[src/hw/rtl/mmm_pkg.sv]
`timescale 1ns / 1ps
// ----------------------------------------------------------------------------
// mmm_pkg
// Shared types, register indexes and constants of the motor mixer.
// ----------------------------------------------------------------------------
package mmm_pkg;

    localparam int CorrW  = 11;
    localparam int MixW   = 14;   // signed mix values, fit |v| < 8192
    localparam int NumW   = 18;   // signed dividend, up to 255*256
    localparam int QuoW   = 17;   // unsigned quotient magnitude
    localparam int DivW   = 13;   // unsigned divisor (swing), below 4096

    typedef enum logic [1:0] {
        FRAME_PLUS  = 2'd0,
        FRAME_CROSS = 2'd1,
        FRAME_P45   = 2'd2,
        FRAME_TRI   = 2'd3
    } frame_t;

    typedef enum logic [1:0] {
        REG_FRAME_MODE    = 2'd0,
        REG_OUT_MAX       = 2'd1,
        REG_LOW_RUN       = 2'd2,
        REG_SERVO_NEUTRAL = 2'd3
    } reg_idx_t;

    typedef struct packed {
        frame_t     mode;
        logic [7:0] out_max;
        logic [7:0] low_run;
        logic [7:0] servo_neutral;
    } cfg_t;

    typedef struct packed {
        logic signed [MixW-1:0] m0;
        logic signed [MixW-1:0] m1;
        logic signed [MixW-1:0] m2;
        logic signed [MixW-1:0] m3;
    } mix_t;

    // Four-way mix for one frame geometry.
    function automatic mix_t mix_f(
        input frame_t                  mode,
        input logic [7:0]              t,
        input logic signed [CorrW-1:0] r,
        input logic signed [CorrW-1:0] p,
        input logic signed [CorrW-1:0] y,
        input logic [7:0]              neutral
    );
        mix_t o;
        logic signed [MixW-1:0] ts, rs, ps, ys, h;
        ts = MixW'($signed({1'b0, t}));
        rs = MixW'(r);
        ps = MixW'(p);
        ys = MixW'(y);
        h  = (rs - ps) >>> 1;  // floor half
        unique case (mode)
            FRAME_PLUS: begin
                o.m0 = ts - ps + ys; o.m1 = ts - rs - ys;
                o.m2 = ts + rs - ys; o.m3 = ts + ps + ys;
            end
            FRAME_CROSS: begin
                o.m0 = ts - ps - rs + ys; o.m1 = ts + ps - rs - ys;
                o.m2 = ts - ps + rs - ys; o.m3 = ts + ps + rs + ys;
            end
            FRAME_P45: begin
                o.m0 = ts + rs - ps + ys; o.m1 = ts - rs - ps - ys;
                o.m2 = ts + rs + ps - ys; o.m3 = ts - rs + ps + ys;
            end
            default: begin
                o.m0 = ts + ps; o.m1 = ts + h; o.m2 = ts - h;
                o.m3 = MixW'($signed({1'b0, neutral})) + ys;
            end
        endcase
        return o;
    endfunction

    function automatic logic [7:0] sat8(input logic signed [MixW-1:0] v);
        logic [7:0] o;
        if (v < 0) o = 8'd0;
        else if (v > 255) o = 8'd255;
        else o = v[7:0];
        return o;
    endfunction

    // (c*s + 128)/256 truncated toward zero, s in 0..255
    function automatic logic signed [CorrW-1:0] scale_corr(
        input logic signed [CorrW-1:0] c,
        input logic [7:0]              s
    );
        logic signed [20:0] prod;
        logic signed [20:0] q;
        prod = 21'(c) * $signed({13'd0, s}) + 21'sd128;
        if (prod < 0) q = -((-prod) >>> 8);
        else q = prod >>> 8;
        return q[CorrW-1:0];
    endfunction

endpackage

[src/hw/rtl/mmm_div.sv]
`timescale 1ns / 1ps
// ----------------------------------------------------------------------------
// mmm_div
// Pipelined restoring divider: a capture stage, then one quotient bit per
// stage. Valid bits travel with the operands. Unsigned magnitudes only.
// ----------------------------------------------------------------------------
module mmm_div
    import mmm_pkg::*;
(
    input  logic                   clk,
    input  logic                   rst_n,
    input  logic                   adv,
    input  logic                   in_valid,
    input  logic [QuoW-1:0]        num,
    input  logic [DivW-1:0]        den,
    output logic [QuoW-1:0]        quo
);

    logic [QuoW-1:0] rem_reg  [QuoW+1];
    logic [QuoW-1:0] q_reg    [QuoW+1];
    logic [QuoW-1:0] n_reg    [QuoW+1];
    logic [DivW-1:0] d_reg    [QuoW+1];
    logic            v_reg    [QuoW+1];

    // stage 0 captures operands
    always_ff @(posedge clk or negedge rst_n)
    begin
        if (!rst_n) v_reg[0] <= 1'b0;
        else if (adv) v_reg[0] <= in_valid;
    end

    always_ff @(posedge clk)
    begin
        if (adv)
        begin
            rem_reg[0] <= '0;
            q_reg[0]   <= '0;
            n_reg[0]   <= num;
            d_reg[0]   <= den;
        end
    end

    // one quotient bit per stage, msb first
    for (genvar i = 0; i < QuoW; i++)
    begin : g_stage
        logic [QuoW:0]   trial;
        logic [QuoW-1:0] rem_sh;
        assign rem_sh = {rem_reg[i][QuoW-2:0], n_reg[i][QuoW-1-i]};
        assign trial  = {1'b0, rem_sh} - {{(QuoW+1-DivW){1'b0}}, d_reg[i]};

        always_ff @(posedge clk or negedge rst_n)
        begin
            if (!rst_n) v_reg[i+1] <= 1'b0;
            else if (adv) v_reg[i+1] <= v_reg[i];
        end

        always_ff @(posedge clk)
        begin
            if (adv)
            begin
                rem_reg[i+1] <= trial[QuoW] ? rem_sh : trial[QuoW-1:0];
                q_reg[i+1]   <= {q_reg[i][QuoW-2:0], ~trial[QuoW]};
                n_reg[i+1]   <= n_reg[i];
                d_reg[i+1]   <= d_reg[i];
            end
        end
    end

    assign quo = q_reg[QuoW];

    // the final remainder stays below the divisor, unless the divisor is zero
    a_rem_bound: assert property (@(posedge clk) disable iff (!rst_n)
        v_reg[QuoW] |-> ({4'd0, rem_reg[QuoW]} < {8'd0, d_reg[QuoW]} + 21'd0
                          || d_reg[QuoW] == '0))
        else $error("divider remainder not below divisor");

endmodule

[config.mk]
export PLATFORM = sky130hd
export DESIGN_NAME = mmm_div
export DESIGN_NICKNAME = d
export VERILOG_FILES = /design/src/hw/rtl/mmm_pkg.sv /design/src/hw/rtl/mmm_div.sv
export SDC_FILE = /design/constraint.sdc
export NUM_CORES = 1
export LEC_CHECK = 0
export ABC_AREA = 0
export ABC_CLOCK_PERIOD_IN_PS = 2900
export BUFFER_PORTS_ARGS = -buffer_cell sky130_fd_sc_hd__buf_2
export CORE_AREA = 2 2 251 253
export CTS_BUF_LIST = sky130_fd_sc_hd__clkbuf_4
export CTS_CLUSTER_DIAMETER = 100
export DETAILED_ROUTE_END_ITERATION = 10
export DIE_AREA = 0 0 253 255
export GPL_ROUTABILITY_DRIVEN = 0
export GPL_TIMING_DRIVEN = 0
export PLACE_DENSITY = 0.89
export SLEW_MARGIN = 20
export SYNTH_ARGS = -nofsm -noshare
export SYNTH_HDL_FRONTEND = slang
export SYNTH_SLANG_ARGS = --single-unit
[constraint.sdc]
create_clock -name clk -period 2.9 [get_ports clk]
set_input_delay 0.725 -clock clk [delete_from_list [all_inputs] [get_ports clk]]
set_output_delay 0.725 -clock clk [all_outputs]
set_load 0.01 [all_outputs]
### Word level (Yosys, flattened, before mapping)

Memories as Yosys holds them, arrays and structs flattened.
Index checks and enable logic that the tools add are counted.

* add/sub/neg operators: 17
* multiplexer cells: 19
* bitwise gates (word level): 17

Operators with widths (count)
* $sub 17x13->18: 17
* $mux 17: 17
* $not 1->1: 17
* $mux 1: 2

* bits in registers: 0
* bits in writable memories: 1152
* word-level logic and storage cells: 57
* memories: 4

Memory list
* n_reg: depth 18, bits a word 17, read ports 17, clocked after memory_dff 0, write ports 18, line mmm_div.sv:21 `logic [QuoW-1:0] n_reg [QuoW+1];`
* q_reg: depth 18, bits a word 17, read ports 18, clocked after memory_dff 0, write ports 18, line mmm_div.sv:20 `logic [QuoW-1:0] q_reg [QuoW+1];`
* rem_reg: depth 18, bits a word 17, read ports 17, clocked after memory_dff 0, write ports 18, line mmm_div.sv:19 `logic [QuoW-1:0] rem_reg [QuoW+1];`
* d_reg: depth 18, bits a word 13, read ports 17, clocked after memory_dff 0, write ports 18, line mmm_div.sv:22 `logic [DivW-1:0] d_reg [QuoW+1];`

### Depth between registers and ports, before layout

* depth after elaboration: 2
* gate-level depth with buffers: 11
* gate-level depth less buffers: 11

### Worst setup path before layout

Ideal clock, no wire load.

* path type: reg2reg
* start: mem n_reg[1][15]
* end: mem rem_reg[2][14] (data pin)
* setup time: 0.260 ns
* arrival time: 2.711 ns
* path slack: -0.071 ns
* stages on the path, launching flop included: 12
* buffers on the path: 0
* period minus slack after synthesis: 2.971 ns
* cell sequence: edfxtp_1 inv_1 ha_1 inv_1 fa_1 a21o_1 a31oi_1 a21oi_1 o41ai_1 o21ai_0 a211oi_1 mux2_2

RTL lines (line)
* start: declaration: mmm_div.sv:21
* end: declaration: mmm_div.sv:19

==> flow_summary.yaml <==
run_status:
  status: "complete, but fails checks"
  violations: "negative setup slack"
logic_synthesis:
  yosys_warnings: 0
  netlist_area_um2: 36100
  synth_xor_area_share_pct: 3.81
  synth_compound_area_share_pct: 8.82
  synthMuxAreaShare_pct: 4.62
  syn_inst: 2563
  yosys.area_share.simple_pct: 6.34
  synthFlopType: "edfxtp_1"
  synth_top_family_by_area: "compound AO/OA/AOI/OAI gates"
  synth_edf_count: 783
  syn_avg_cell_area_um2: 14.1
  synth-seq-area-share_pct: 65.2
  ys_seq_elements: 783
  yosysUniqueCellTypes: 73
  synthAdderAreaFrac_pct: 8.08
  async_reset_ff_share_pct: 0
critical_path:
  r2r_slack_ns: -0.05
  path_class: "flip-flop to flip-flop"
  startpoint_type: "flip-flop"
  required_ns: 3.59
  cp_slowest_cell: "or4_4"
  cp_cell_sequence: "inv_2, ha_4, inv_2, fa_2, a211oi_4, nor3_4, or4_4, a21oi_4, a21oi_2, xor2_1, mux2_4"
  cpPeakStageDelay_ns: 0.54
  r2r_end: "rem_reg[8][12]"
  worstReg2RegStart: "n_reg[7][9]"
  cp.arrival_ns: 3.65
  endpoint_kind: "flip-flop"
  r2r_cells: 11
  cpMostUsedCell: "inv_2"
  path_max_fanout: 2
die:
  die_area_um2: 64500
  start_util_pct: 58.0
  io_pins: 51
  die-width_um: 253
  fp-row-count: 92
  coreArea_um2: 62200
  die_h_um: 255
global_route:
  gr-total-overflow: 0
  grt_start_max_net_pins: 107
  grt_pass1_wl_mm: 104
  grtUsageTotal_pct: 20.1
  antenna_found_initial: 1
  grt_pass1_vias: 23000
power:
  internal-power_mw: 26.1
  p_sw_mw: 12.1
  power_mw: 38.2
  pwr_density_cell_nw_per_um2: 911
  pwr-share-clk_pct: 23.4
  combPwrFrac_pct: 33.7
  seqPwrFrac_pct: 42.9
  peakVddDrop_mv: 0.551
  p_sw_share_pct: 31.6
  p_leak_nw: 16.3
drt:
  drc: 0
  wire_per_inst_um: 17.7
  dr.pass1.iters: 6
  viasPerCell: 5.71
  dr.first_iter.drc_count: 1365
  wl_mm: 68.4
  vias: 22100
  detail-route-antenna-nets: 0
clock_network:
  clockRootBuffer: "clkbuf_4"
  clock_latency_ns: 1.01
  cts.reportedPaths.clkPinSlew_ns: 0.08
  cts_tree: "yes"
  clk_path_buf_depth: 3
  numCtsBuffers: 192
  cts.sinks: 783
  cts_max_level: 4
timing:
  finalClockSkew_ns: 0.0864
  setup_slack_ns: -0.0544
  setup_viol: 9
  tightest_slew_ns: 0.724
  finalMaxSlewViolations: 0
  min_period_ns: 2.95
  relSlewSlack_pct: 51.3
  tns_ns: -0.179
  fmax_ghz: 0.338
  hold_violations: 0
  hold-worst-slack_ns: 0.202
  fin_crit_sh_pct: 102
  grt_setup_unrepaired: "yes"
placement:
  detailed_place.area_um2: 37600
  dp_slack_ns: -0.646
  place_hpwl_mm: 42.1
  io_buffer_count: 48
layout:
  ff_latch_area_um2: 23500
  fill_cells: 3869
  finalInstanceArea_um2: 42000
  multi_input_area_um2: 12400
  drive_gt1_share_pct: 23.9
  synthToLayoutAreaGrowth_pct: 16.4
  design.final.nets: 3192
  largest_register_ffs: 256
hold_path:
  hp-start: "adv"
  hp-class: "input port to flip-flop"
  hold_depth: 1
  worstHoldEndpoint: "n_reg[0][7]"
run:
  maxCapViolations: 0
## cell usage after synthesis, types with 12 or more instances
master / number / area share (%)
o21bai_1: 17 / 0.35
nand3_1: 19 / 0.26
nor2_1: 147 / 1.5
nand2b_1: 38 / 0.66
xor2_1: 73 / 1.8
or3_1: 17 / 0.29
nor3_1: 47 / 0.65
a21o_1: 42 / 0.87
inv_1: 260 / 2.7
nor2b_1: 35 / 0.61
edfxtp_1: 783 / 65
nand2_1: 105 / 1.1
o21a_1: 36 / 0.75
mux2_4: 16 / 0.67
fa_1: 15 / 0.83
a21oi_1: 141 / 2.0
o31ai_1: 14 / 0.29
a211oi_1: 26 / 0.54
mux2_2: 110 / 3.4
xnor2_1: 84 / 2.0
o211ai_1: 16 / 0.33
o21ai_0: 121 / 1.7
clkbuf_1: 14 / 0.15
and2_1: 12 / 0.21
ha_1: 209 / 7.3
a31oi_1: 14 / 0.24
## power by group through the flow
| stage | combinational [mW] | sequential [mW] | clock (mW) |
|---|---|---|---|
| after global placement | 9.99 | 16.6 | 0 |
| final | 12.9 | 16.4 | 8.95 |
| after floorplan | 8.56 | 16.1 | 0 |
| after CTS | 11.7 | 16.3 | 9.19 |
| after detailed placement | 10.8 | 16.5 | 0 |
| after global routing | 14.0 | 16.5 | 9.78 |
## worst max-delay path, delay by kind of cell (launching register included)
family | cells | cell delay [ns]
compound gates | 3 | 0.63
xor+xnor | 1 | 0.15
fa+ha+maj | 2 | 0.53
buf+inv | 2 | 0.13
flops | 1 | 0.39
mux | 1 | 0.27
simple gates | 2 | 0.63
## how the worst max path moves through the flow
stage               cells after the start             end  slack (ns)     startpoint
finish                                 11  rem_reg[8][12]       -0.05    n_reg[7][9]
detailed placement                      9   rem_reg[8][6]       -0.65  rem_reg[7][0]
CTS                                    11  rem_reg[7][14]       -0.09   n_reg[6][10]
global route                           11  rem_reg[8][12]       -0.15    n_reg[7][9]
global placement                        1    q_reg[17][9]      -10.37            adv
floorplan                              11  rem_reg[8][12]        0.05    n_reg[7][9]
## routing by layer
metal | share of wire [%] | global-route usage, % | vias to the layer above | wire [um]
met3 | 4.2 | 4.74 | 263 | 2910
met1 | 34 | 18.2 | 10700 | 23400
met2 | 56 | 39.1 | 770 | 38400
met5 | 0 | 0 | - | 0
li1 | - | - | 10300 | -
met4 | 5.3 | 14.1 | 0 | 3620
## layout by cell type, fill, tap and decap left out, types with 14 or more instances in the layout
master	count
a21oi_2	18
nand2_1	104
clkinv_1	39
inv_2	15
o21ai_0	117
nor2_1	145
nor2b_1	34
edfxtp_1	783
nand2b_1	38
inv_1	246
a21oi_1	120
buf_4	79
nand3_1	18
ha_4	15
or3_1	14
a21o_1	42
clkbuf_4	275
nor3_1	41
mux2_2	105
o21a_1	35
xor2_1	73
mux2_4	21
buf_2	49
o21bai_1	15
o211ai_1	16
ha_1	188
dlygate4sd3_1	30
xnor2_1	84
## area by class of cell
class	count	area share [%]
clock buffers	270	4.83
clock inverters	55	0.894
repair buffers	175	3.65
plain buffers	22	0.462
inverters	261	2.34
multi-input cells	1499	29.4
well taps	799	2.38
flip-flops and latches	783	56.0
diodes	1	0.00596
## cells by family (layout without fill, tap and decap cells)
kind of cell / count (synthesis) / count (layout)
compound gates: 499 / 499
buf+inv: 287 / 783
fa+ha+maj: 224 / 224
mux: 144 / 144
other cells: 1 / 8
simple gates: 468 / 468
flops: 783 / 783
xor+xnor: 157 / 157
## what timing repair did
item	4_1_cts	5_1_grt
cloned	2	1
pin swaps	42	61
endpoints found under the hold margin	30	0
setup buffers	41	45
hold buffers	30	0
gates resized for setup	111	108
endpoints found under the setup margin	221	183
## stage by stage
step,utilization (%),instances
3_5_place_dp,60.4,3424
4_1_cts,66.2,3820
3_3_place_gp,60.1,3416
2_1_floorplan,-,2569
6_report,67.5,3865
5_1_grt,67.5,3865
(Power assumes the default switching activity.)
